### src/design/longest_remaining_time_scheduler_unit_macros.svh
// assertion macros for the longest-remaining-time scheduler
// expects clk_i and rst_ni in the scope where the macros are used
`ifndef LONGEST_REMAINING_TIME_SCHEDULER_UNIT_MACROS_SVH
`define LONGEST_REMAINING_TIME_SCHEDULER_UNIT_MACROS_SVH

// property must hold at every clock edge out of reset
`define LRTS_ASSERT(label, prop, msg) \
  label: assert property (@(posedge clk_i) disable iff (!rst_ni) (prop)) else $error(msg);

// expression must never be true out of reset
`define LRTS_ASSERT_NEVER(label, expr, msg) \
  label: assert property (@(posedge clk_i) disable iff (!rst_ni) !(expr)) else $error(msg);

`endif

### src/design/lrts_pkg.sv
// shared constants and types of the longest-remaining-time scheduler
// no dependencies
package lrts_pkg;

  // table size and derived widths
  localparam int unsigned MaxJobs = 16;
  localparam int unsigned IdxW    = (MaxJobs > 1) ? $clog2(MaxJobs) : 1;
  localparam int unsigned CntW    = $clog2(MaxJobs + 1);

  // field widths
  localparam int unsigned ClkW    = 20;
  localparam int unsigned RemW    = 16;
  localparam int unsigned JobNumW = 5;
  localparam int unsigned KindW   = 2;

  localparam logic [ClkW-1:0] ClockMax = '1;

  // input operation codes
  localparam logic OP_ADD  = 1'b0;
  localparam logic OP_TICK = 1'b1;

  // result kinds
  typedef enum logic [KindW-1:0] {
    KIND_ACCEPTED = 2'd0,
    KIND_RAN      = 2'd1,
    KIND_IDLE     = 2'd2,
    KIND_FULL     = 2'd3
  } kind_e;

  // best-so-far candidate moving down the cell chain
  typedef struct packed {
    logic            found;
    logic [RemW-1:0] rem;
    logic [ClkW-1:0] arr;
    logic [IdxW-1:0] idx;
  } cand_t;

  // update command broadcast to all cells
  typedef struct packed {
    logic            wr_en;
    logic            dec_en;
    logic [IdxW-1:0] slot;
    logic [RemW-1:0] rem;
    logic [ClkW-1:0] arr;
  } cmd_t;

endpackage

### src/design/lrts_cell.sv
// one job slot of the scheduler chain: holds remaining and arrival time
// and passes the better of its job and the incoming candidate on; uses lrts_pkg
module lrts_cell (
  input  logic                      clk_i,
  input  logic                      rst_ni,
  input  logic [lrts_pkg::IdxW-1:0] slot_i,
  input  logic [lrts_pkg::CntW-1:0] loaded_cnt_i,
  input  logic [lrts_pkg::ClkW-1:0] clock_i,
  input  lrts_pkg::cmd_t            cmd_i,
  input  lrts_pkg::cand_t           cand_i,
  output lrts_pkg::cand_t           cand_o
);

  logic [lrts_pkg::RemW-1:0] rem_q, rem_d;
  logic [lrts_pkg::ClkW-1:0] arr_q, arr_d;
  lrts_pkg::cand_t           cand_q, cand_d;
  logic                      loaded, eligible, take, hit;

  // slot contents: load on add, count down when run
  assign hit = (cmd_i.slot == slot_i);

  always_comb begin
    rem_d = rem_q;
    arr_d = arr_q;
    if (cmd_i.wr_en && hit) begin
      rem_d = cmd_i.rem;
      arr_d = cmd_i.arr;
    end else if (cmd_i.dec_en && hit) begin
      rem_d = rem_q - lrts_pkg::RemW'(1);
    end
  end

  always_ff @(posedge clk_i) begin
    rem_q <= rem_d;
    arr_q <= arr_d;
  end

  // compare own job with the candidate, strict greater keeps the lower slot on ties
  assign loaded   = (lrts_pkg::CntW'(slot_i) < loaded_cnt_i);
  assign eligible = loaded && (rem_q != '0) && (arr_q <= clock_i);
  assign take     = eligible && (!cand_i.found || (rem_q > cand_i.rem));

  always_comb begin
    cand_d = cand_i;
    if (take) begin
      cand_d.found = 1'b1;
      cand_d.rem   = rem_q;
      cand_d.arr   = arr_q;
      cand_d.idx   = slot_i;
    end
  end

  always_ff @(posedge clk_i or negedge rst_ni) begin
    if (!rst_ni) begin
      cand_q <= '0;
    end else begin
      cand_q <= cand_d;
    end
  end

  assign cand_o = cand_q;

endmodule

### src/design/longest_remaining_time_scheduler_unit.sv
// top level of the longest-remaining-time-first scheduler
// uses lrts_pkg, lrts_cell and the assertion macro header
//
// Input stream: one beat per command. tuser selects the command (0 = add a
// job, 1 = tick one time unit); tdata carries arrival and burst time of an
// added job. Output stream: exactly one result beat per input beat, in order;
// tuser gives the result kind (accepted, ran, idle, full).
// Job slots sit in a row of cells. A tick sends an empty candidate down the
// row, one cell per cycle, each cell keeping the larger remaining time, so a
// tick runs through the scan state over all MaxJobs cells and then commits
// in the done state; an add goes from accept straight to the done state and
// commits there. Both give their result from the output register. One command
// is in work at a time; the next is taken once the previous result is parked
// in the output register, so a stalled receiver holds the result and blocks
// at most one further command at commit.
// Reset empties the job table and zeroes the scheduler clock; no clearing
// pass is needed.
`include "longest_remaining_time_scheduler_unit_macros.svh"

module longest_remaining_time_scheduler_unit (
  input  logic        clk_i,
  input  logic        rst_ni,
  input  logic        s_axis_tvalid,
  output logic        s_axis_tready,
  // [19:0] arrival_time, [35:20] burst_time, [39:36] zero
  input  logic [39:0] s_axis_tdata,
  // [0] operation
  input  logic [0:0]  s_axis_tuser,
  output logic        m_axis_tvalid,
  input  logic        m_axis_tready,
  // [4:0] job_number, [5] job_finished, [25:6] completion_time,
  // [45:26] turnaround_time, [65:46] clock_now, [71:66] zero
  output logic [71:0] m_axis_tdata,
  // [1:0] result_kind
  output logic [1:0]  m_axis_tuser
);

  typedef enum logic [2:0] {
    ST_IDLE = 3'b001,
    ST_SCAN = 3'b010,
    ST_DONE = 3'b100
  } state_e;

  state_e                        state_q, state_d;
  logic [lrts_pkg::IdxW-1:0]     cnt_q, cnt_d;
  logic [lrts_pkg::CntW-1:0]     loaded_q, loaded_d;
  logic [lrts_pkg::ClkW-1:0]     clock_q, clock_d, clock_next;
  logic                          op_q;
  logic [lrts_pkg::ClkW-1:0]     in_arr_q;
  logic [lrts_pkg::RemW-1:0]     in_rem_q;
  logic                          in_beat, commit, out_free;
  lrts_pkg::cmd_t                cmd;
  lrts_pkg::cand_t               cand_w [lrts_pkg::MaxJobs+1];
  lrts_pkg::cand_t               best;

  // result fields
  lrts_pkg::kind_e               kind_d, kind_q;
  logic [lrts_pkg::JobNumW-1:0]  num_d, num_q;
  logic                          fin_d, fin_q;
  logic [lrts_pkg::ClkW-1:0]     comp_d, comp_q, turn_d, turn_q, now_q;
  logic                          m_valid_q;

  assign s_axis_tready = (state_q == ST_IDLE);
  assign in_beat       = s_axis_tvalid && s_axis_tready;
  assign out_free      = !m_valid_q || m_axis_tready;
  assign commit        = (state_q == ST_DONE) && out_free;

  // command latch
  always_ff @(posedge clk_i) begin
    if (in_beat) begin
      op_q     <= s_axis_tuser[0];
      in_arr_q <= s_axis_tdata[19:0];
      in_rem_q <= s_axis_tdata[35:20];
    end
  end

  // sequencer
  always_comb begin
    state_d = state_q;
    cnt_d   = cnt_q;
    case (state_q)
      ST_IDLE: begin
        cnt_d = '0;
        if (in_beat) begin
          state_d = (s_axis_tuser[0] == lrts_pkg::OP_TICK) ? ST_SCAN : ST_DONE;
        end
      end
      ST_SCAN: begin
        cnt_d = cnt_q + lrts_pkg::IdxW'(1);
        if (cnt_q == lrts_pkg::IdxW'(lrts_pkg::MaxJobs - 1)) begin
          state_d = ST_DONE;
        end
      end
      ST_DONE: begin
        if (out_free) begin
          state_d = ST_IDLE;
        end
      end
      default: begin
        state_d = ST_IDLE;
      end
    endcase
  end

  // row of job cells, an empty candidate enters at the head
  assign cand_w[0] = '0;

  for (genvar g = 0; g < lrts_pkg::MaxJobs; g++) begin : g_cell
    lrts_cell u_cell (
      .clk_i        (clk_i),
      .rst_ni       (rst_ni),
      .slot_i       (lrts_pkg::IdxW'(g)),
      .loaded_cnt_i (loaded_q),
      .clock_i      (clock_q),
      .cmd_i        (cmd),
      .cand_i       (cand_w[g]),
      .cand_o       (cand_w[g+1])
    );
  end

  assign best       = cand_w[lrts_pkg::MaxJobs];
  assign clock_next = (clock_q == lrts_pkg::ClockMax) ? clock_q
                                                      : clock_q + lrts_pkg::ClkW'(1);

  // commit: state update and result
  always_comb begin
    cmd      = '0;
    loaded_d = loaded_q;
    clock_d  = clock_q;
    kind_d   = lrts_pkg::KIND_IDLE;
    num_d    = '0;
    fin_d    = 1'b0;
    comp_d   = '0;
    turn_d   = '0;
    if (op_q == lrts_pkg::OP_ADD) begin
      if (loaded_q < lrts_pkg::CntW'(lrts_pkg::MaxJobs)) begin
        cmd.wr_en = commit;
        cmd.slot  = loaded_q[lrts_pkg::IdxW-1:0];
        cmd.rem   = in_rem_q;
        cmd.arr   = in_arr_q;
        loaded_d  = loaded_q + lrts_pkg::CntW'(1);
        kind_d    = lrts_pkg::KIND_ACCEPTED;
        num_d     = lrts_pkg::JobNumW'(loaded_q) + lrts_pkg::JobNumW'(1);
      end else begin
        kind_d = lrts_pkg::KIND_FULL;
      end
    end else begin
      clock_d = clock_next;
      if (best.found) begin
        cmd.dec_en = commit;
        cmd.slot   = best.idx;
        kind_d     = lrts_pkg::KIND_RAN;
        num_d      = lrts_pkg::JobNumW'(best.idx) + lrts_pkg::JobNumW'(1);
        if (best.rem == lrts_pkg::RemW'(1)) begin
          fin_d  = 1'b1;
          comp_d = clock_next;
          turn_d = clock_next - best.arr;
        end
      end
    end
  end

  // control registers
  always_ff @(posedge clk_i or negedge rst_ni) begin
    if (!rst_ni) begin
      state_q   <= ST_IDLE;
      cnt_q     <= '0;
      loaded_q  <= '0;
      clock_q   <= '0;
      m_valid_q <= 1'b0;
    end else begin
      state_q <= state_d;
      cnt_q   <= cnt_d;
      if (commit) begin
        loaded_q  <= loaded_d;
        clock_q   <= clock_d;
        m_valid_q <= 1'b1;
      end else if (m_axis_tready) begin
        m_valid_q <= 1'b0;
      end
    end
  end

  // output beat register
  always_ff @(posedge clk_i) begin
    if (commit) begin
      kind_q <= kind_d;
      num_q  <= num_d;
      fin_q  <= fin_d;
      comp_q <= comp_d;
      turn_q <= turn_d;
      now_q  <= clock_d;
    end
  end

  assign m_axis_tvalid = m_valid_q;
  assign m_axis_tuser  = kind_q;
  assign m_axis_tdata  = {6'b0, now_q, turn_q, comp_q, fin_q, num_q};

  // checks
  `LRTS_ASSERT(a_beat_starts_work, in_beat |=> (state_q == ST_SCAN || state_q == ST_DONE), "accepted beat did not start work")
  `LRTS_ASSERT_NEVER(a_loaded_bound, loaded_q > lrts_pkg::CntW'(lrts_pkg::MaxJobs), "job count exceeds table size")
  `LRTS_ASSERT(a_clock_monotonic, clock_q >= $past(clock_q), "scheduler clock went backwards")
  `LRTS_ASSERT(a_ran_has_job, (m_axis_tvalid && m_axis_tuser == lrts_pkg::KIND_RAN) |-> (m_axis_tdata[4:0] != 5'd0), "run result without job number")

endmodule
### config.mk
export PLATFORM = sky130hd
export DESIGN_NAME = longest_remaining_time_scheduler_unit
export DESIGN_NICKNAME = d
export VERILOG_FILES = /design/src/design/lrts_pkg.sv /design/src/design/lrts_cell.sv /design/src/design/longest_remaining_time_scheduler_unit.sv
export VERILOG_INCLUDE_DIRS = /design/src /design/src/design
export SDC_FILE = /design/constraint.sdc
export NUM_CORES = 2
export LEC_CHECK = 0
export BUFFER_PORTS_ARGS = -buffer_cell sky130_fd_sc_hd__buf_2
export CAP_MARGIN = 20
export CORE_MARGIN = 1.5
export CORE_UTILIZATION = 60
export CTS_CLUSTER_DIAMETER = 50
export DETAILED_ROUTE_END_ITERATION = 6
export PLACE_DENSITY = 0.77
export SETUP_SLACK_MARGIN = 0.3
export SYNTH_ARGS = -nofsm -noshare
export SYNTH_HDL_FRONTEND = slang
export SYNTH_SLANG_ARGS = --single-unit
### constraint.sdc
create_clock -name clk_i -period 11.9 [get_ports clk_i]
set_clock_uncertainty 0.15 [all_clocks]
set_input_delay 2.38 -clock clk_i [delete_from_list [all_inputs] [get_ports clk_i]]
set_output_delay 2.38 -clock clk_i [all_outputs]
set_load 0.1 [all_outputs]
Word-level counts from Yosys, hierarchy flattened
Index checks and enable logic that the tools add are counted.

Bits in read-only memories: 0. Input bits: 45. Memories: 0. RAM bits: 0. Logic and storage cells: 428. Output and inout bits: 76. Register bits after elaboration: 1370. Latch bits: 0.

Div/mod/pow operators: 0. Reduce and logical (&&, ||, !) cells: 152. Multiply operators: 0. Bitwise logic cells: 1. Add/sub/neg operators: 21. Equal/unequal tests: 24. Shift-type cells: 0. Magnitude comparators: 48. Muxes and demuxes: 72.

Operators with widths (count): 41-bit two-way mux (16); 16-bit two-way mux (32); 20-bit less-or-equal comparator (16); 16-bit nonzero test (16); 16-bit by 1-bit subtractor with 16-bit output, second input constant (16); 16-bit greater-than comparator (15); 1-bit logical AND (81); 4-bit by 5-bit < comparator with 1-bit output, first input constant (8); 20-bit two-way mux (2); 40-bit two-way mux (1); 4-bit == test, second input constant (9); 36-bit two-way mux (1); 2-bit nonzero test (18); 20-bit by 1-bit adder with 20-bit output, second input constant (1); 20-bit == test, second input constant (1); 3-bit by 5-bit < comparator with 1-bit output, first input constant (4); 5-bit two-way mux (4); 20-bit subtractor (1); 16-bit by 1-bit == test with 1-bit output, second input constant (1); 4-bit by 3-bit == test with 1-bit output, second input constant (4); 1-bit zero test (16); 1-bit logical OR (16); 3-bit two-way mux (4); 1-bit by 5-bit < comparator with 1-bit output, first input constant (2); 21 further kinds (33).

Logic depth before layout (Yosys ltp)
Depth in word-level cells: 9. Mapped depth: 16. Mapped depth without buffers: 15.

By module
A second synthesis with hierarchy kept.

Cell total of the unflattened synthesis: 6115. Area total of the unflattened synthesis: 75761.4 µm².

Modules (own cells, without submodules): lrts_cell (g_cell[0].u_cell ...) (times used 14, cells an instance 342, area each 4295.4 µm², seq. area each 2107.0 µm²); longest_remaining_time_scheduler_unit (times used 1, cells an instance 644, area each 7143.1 µm², seq. area each 3980.1 µm²); lrts_cell (g_cell[9].u_cell) (times used 1, cells an instance 341, area each 4254.1 µm², seq. area each 2107.0 µm²); lrts_cell (g_cell[13].u_cell) (times used 1, cells an instance 342, area each 4229.1 µm², seq. area each 2107.0 µm²).

Worst setup path after synthesis
No wires, ideal clock.

Kind: input to register. Start point: input m_axis_tready. End point: register g_cell[0].u_cell.arr_q[0] (netlist bit), enable pin. Data arrival time: 7.578 ns. Setup time: 0.392 ns. Data required time: 11.358 ns. Buffers on the path: 1. Setup slack: 3.780 ns. Stages on the path: 7. Cell sequence: nor2b_1 > nor2_1 > nand2_1 > nor2_1 > nand2_1 > inv_1 > clkbuf_1.

Longest elaborated chain between the ends: 5.

Ends and longest elaborated chain: from (decl) (RTL line longest_remaining_time_scheduler_unit.sv:30) `input logic m_axis_tready,`; 1-bit logical OR (RTL line longest_remaining_time_scheduler_unit.sv:65) `assign out_free = !m_valid_q || m_axis_tready;`; 1-bit logical AND (RTL line longest_remaining_time_scheduler_unit.sv:66) `assign commit = (state_q == ST_DONE) && out_free;`; net commit (RTL line longest_remaining_time_scheduler_unit.sv:51) `logic in_beat, commit, out_free;`; 1-bit two-way mux (RTL line longest_remaining_time_scheduler_unit.sv:136) `if (loaded_q < lrts_pkg::CntW'(lrts_pkg::MaxJobs)) begin`; 1-bit two-way mux (RTL line longest_remaining_time_scheduler_unit.sv:135) `if (op_q == lrts_pkg::OP_ADD) begin`; 1-bit logical AND (RTL line lrts_cell.sv:25) `if (cmd_i.wr_en && hit) begin`; to (signal assigned) (RTL line lrts_cell.sv:35) `arr_q <= arr_d;`; to (decl) (RTL line lrts_cell.sv:15) `logic [lrts_pkg::ClkW-1:0] arr_q, arr_d;`.

The timed path passes the listed nets, and every way through them passes these cells. A chain may end at the register's enable or synchronous reset.

Worst setup path after layout
Start point: register clock_q[0] (netlist bit). End point: register turn_q[19] (netlist bit) (data pin).

Longest elaborated chain between the ends: 3. Elaborated cells between the ends (all ways): 4. Classes of those cells: add/sub (2); eq/ne (1); mux (1).

Ends and longest elaborated chain: from (decl) (RTL line longest_remaining_time_scheduler_unit.sv:47) `logic [lrts_pkg::ClkW-1:0] clock_q, clock_d, clock_next;`; from (signal assigned) (RTL line longest_remaining_time_scheduler_unit.sv:176) `clock_q <= clock_d;`; 20-bit by 1-bit adder with 20-bit output or 20-bit == test (tied branches) (RTL line longest_remaining_time_scheduler_unit.sv:123, longest_remaining_time_scheduler_unit.sv:122); 20-bit two-way mux (*) (RTL line longest_remaining_time_scheduler_unit.sv:122) `assign clock_next = (clock_q == lrts_pkg::ClockMax) ? clock_q`; net clock_next (one bit) (RTL line longest_remaining_time_scheduler_unit.sv:47); 20-bit subtractor (*) (RTL line longest_remaining_time_scheduler_unit.sv:157) `turn_d = clock_next - best.arr;`; to (signal assigned) (RTL line longest_remaining_time_scheduler_unit.sv:191) `turn_q <= turn_d;`; to (decl) (RTL line longest_remaining_time_scheduler_unit.sv:60) `logic [lrts_pkg::ClkW-1:0] comp_d, comp_q, turn_d, turn_q, now_q;`.

The timed path passes the listed nets; every way through them passes the cells marked *.

==> metrics.yaml <==
status:
  status: "finished, final reports clean"
global_routing:
  antenna_found_initial: 2
  grt.total_usage_pct: 26.8
  grt_pass1_vias: 44000
  grt_pass1_wl_mm: 237
  grt-ovfl-total: 0
  grt_max_degree: 153
drt:
  routed_wl_mm: 151
  drc: 0
  num_vias: 42700
  viasPerCell: 5.84
  drt_iter0_markers: 3069
  routedWlPerCell_um: 20.6
  dr.pass1.iters: 6
  antenna_left: 0
logic_synthesis:
  yosys_warnings: 0
  syn_area_um2: 67200
  yosysSeqAreaShare_pct: 55.5
  netlist-cell-type-count: 78
  syn_inst: 5503
  synth-edff-count: 681
  synth_ff_type: "edfxtp_1"
  synth-seq-cells: 1355
  synth.avg_cell_area_um2: 12.2
  async_flop_share_pct: 49.7
timing:
  maxSlewHeadroom_pct: 24.3
  fin_crit_sh_pct: 41.4
  setup_tns_ns: 0
  tightest_slew_ns: 1.14
  rsz0062_at_grt: "false"
  period_needed_ns: 4.93
  maxSlewViolCount: 0
  setup-violations-final: 0
  max_freq_ghz: 0.203
  hold_viol_final: 0
clock_tree:
  postCtsSetupBuffers: 0
  clk_latency_ns: 0.75
  cts-hold-fix-buffers: 0
  cts_tree: "built"
  h-tree-depth: 4
  cts.reportedPaths.clkPinSlew_ns: 0.06
  max-clock-path-buffers: 3
  ctsResizeCount: 0
  root_buffer: "clkbuf_16"
  numClockSinks: 1355
  numCtsBuffers: 148
floorplan:
  fp.coreArea_um2: 111000
  fp-row-count: 122
  die_w_um: 338
  io_pins: 121
  initial_core_util_pct: 60.7
  die_y_um: 338
  dieArea_um2: 114000
min_path:
  hold_path.class: "reg -> reg"
finish:
  nFillCells: 7840
  stdcell_count: 7311
  multi_input_comb_area_um2: 28000
  layout-drive-gt1-share_pct: 17.5
  area_growth_pct: 11.4
  register_area_um2: 37300
  layout.nets: 6345
worst_setup_path:
  worst_ep_arrival_time_ns: 5.24
  cp_slowest_cell: "a211oi_1"
  endpoint_kind: "flop"
  path_class: "reg -> reg"
  crit_path_max_incr_delay_ns: 0.49
  critical_path.top_delay_family: "compound AO/OA/AOI/OAI gates"
  crit_path_start_kind: "flop"
  cp_max_fo: 21
  required_ns: 12.21
  crit_chain: "buf_4 -> ha_1 -> nand3_1 -> nor4_1 -> buf_4 -> a21oi_1 -> nand3_1 -> or3_1 -> xnor2_1 -> ha_1 -> nand2_1 -> a211oi_1 -> o31ai_1 -> a211oi_1 -> a31oi_1 -> xnor2_1 -> nor2_1"
  path_buf_inv: 2
placed_design:
  routabilityCongestion: 0.940
  place_hpwl_mm: 109
  portBuffers: 110
  placed_cells: 7033
pwr:
  power.leakage_nw: 32.7
  power.density_nw_per_um2: 145
  max-vdd-ir-drop_v: 0.000129
run:
  maxCapViolCount: 0
[final timing paths]
path                                                  start                           end  slack, ns  cells after the start
worst max-delay path                             clock_q[0]                    turn_q[19]       6.97                     17
worst min-delay path            g_cell[12].u_cell.cand_o[2]   g_cell[13].u_cell.cand_o[2]       0.27                      1
worst max register to register                   clock_q[0]                    turn_q[19]       6.97                     17
worst min register to register  g_cell[12].u_cell.cand_o[2]   g_cell[13].u_cell.cand_o[2]       0.27                      1
max in group asynchronous                            rst_ni   g_cell[3].u_cell.cand_o[21]       7.78                      3
min in group asynchronous                            rst_ni  g_cell[13].u_cell.cand_o[25]       1.51                      1
[kinds of logic (layout without fill, tap and decap cells)]
group	after synthesis	in the layout	synth area share, %
buffers and inverters	517	831	3.07
and+or+nand+nor	1369	1369	10.1
adders and majority gates	601	601	11.2
DFF	1355	1355	55.5
other	1	7	0.00558
AOI/OAI and AO/OA	847	847	7.46
xor gates and xnor gates	267	267	3.48
muxes	546	546	9.14
[sequential cells by signal, indices dropped and copies added, names as in the netlist, 20 cells and up]
name / cells
in_arr_q: 20
g_cell.u_cell.rem_q: 256
comp_q: 20
g_cell.u_cell.cand_o: 641
clock_q: 20
turn_q: 20
g_cell.u_cell.arr_q: 320
now_q: 20
[area by class of cell]
| class | count | area share, % |
|---|---|---|
| Sequential cell | 1355 | 49.8 |
| Inverter | 354 | 1.77 |
| Tap cell | 1488 | 2.49 |
| Multi-Input combinational cell | 3636 | 37.4 |
| Timing Repair Buffer | 204 | 1.82 |
| Clock buffer | 205 | 5.78 |
| Clock inverter | 68 | 0.901 |
| Antenna cell | 1 | 0.00334 |
[Yosys cell counts (6+ instances only)]
cell type / n / area (µm²)
and2_1: 84 / 526
edfxtp_1: 681 / 20400
buf_6: 6 / 67.6
o21a_1: 13 / 97.6
o21ai_0: 314 / 1570
dfrtp_1: 673 / 16800
buf_4: 9 / 67.6
or2_2: 32 / 200
a211oi_1: 37 / 278
clkbuf_1: 110 / 413
ha_1: 600 / 7510
buf_2: 35 / 175
or3_1: 31 / 194
nor3_1: 81 / 405
mux2_2: 506 / 5700
o211ai_1: 18 / 135
nand2b_1: 42 / 263
nand4_1: 79 / 494
nand3b_1: 10 / 75.1
o22ai_1: 6 / 37.5
nor4_1: 60 / 375
nor3b_1: 8 / 60.1
nor2_1: 254 / 953
nor2b_1: 58 / 363
nand3_1: 89 / 445
a21oi_1: 260 / 1300
nand2_1: 433 / 1630
xnor2_1: 184 / 1610
o31ai_1: 20 / 150
and4_1: 33 / 289
a21o_1: 69 / 518
xor2_1: 83 / 727
inv_1: 350 / 1310
mux2i_1: 21 / 210
and3_1: 33 / 206
o21bai_1: 12 / 90.1
a31oi_1: 18 / 113
or4_1: 26 / 195
nor4b_1: 7 / 61.3
a221oi_1: 14 / 123
mux2_4: 6 / 90.1
o2111ai_1: 9 / 78.8
mux2_1: 13 / 146
a211o_1: 7 / 61.3
[worst register-to-register path, stage by stage (launching register included)]
cell and delay (ns):
dfrtp_1 0.36, buf_4 0.25, ha_1 0.28, nand3_1 0.22, nor4_1 0.08, buf_4 0.17, a21oi_1 0.32, nand3_1 0.23
or3_1 0.41, xnor2_1 0.46, ha_1 0.31, nand2_1 0.07, a211oi_1 0.22, o31ai_1 0.18, a211oi_1 0.49, a31oi_1 0.17
xnor2_1 0.22, nor2_1 0.07
[power by group]
part | internal [mW] | switching (mW)
Sequential | 5.08 | 0.124
Clock | 2.79 | 1.85
Combinational | 0.381 | 0.663
Total | 8.24 | 2.64
[placed cells by master (no fill, tap or decap), drive strengths merged, types with 69 or more instances in the layout]
master	n
ha	600
edfxtp	681
clkbuf	205
and2	84
mux2	525
xnor2	184
a21o	69
inv	359
nand3	89
dfrtp	673
nor2	254
nand4	79
nand2	433
buf	204
a21oi	260
nor3	81
xor2	83
o21ai	314
[metrics by stage]
stage                     cell area [µm²]  utilization [%]  total power, mW  setup WS, ns  hold slack (ns)
after global placement              69800             63.0             6.28          6.55            0.263
after CTS                           74800             67.5             10.9          7.04            0.272
after floorplan                     67200                -             5.95          3.78            0.258
final                               74900             67.6             10.9          6.97            0.270
after global routing                74900             67.6             11.3          6.78            0.283
after detailed placement            69800             63.0             6.32          6.51            0.263
[layer usage]
metal	wire [µm]	track usage [%]
met3	7080	3.48
met2	74800	46.6
met5	0	0
met4	6310	12.0
met1	62400	33.6
Power figures use the tool's default switching activity.
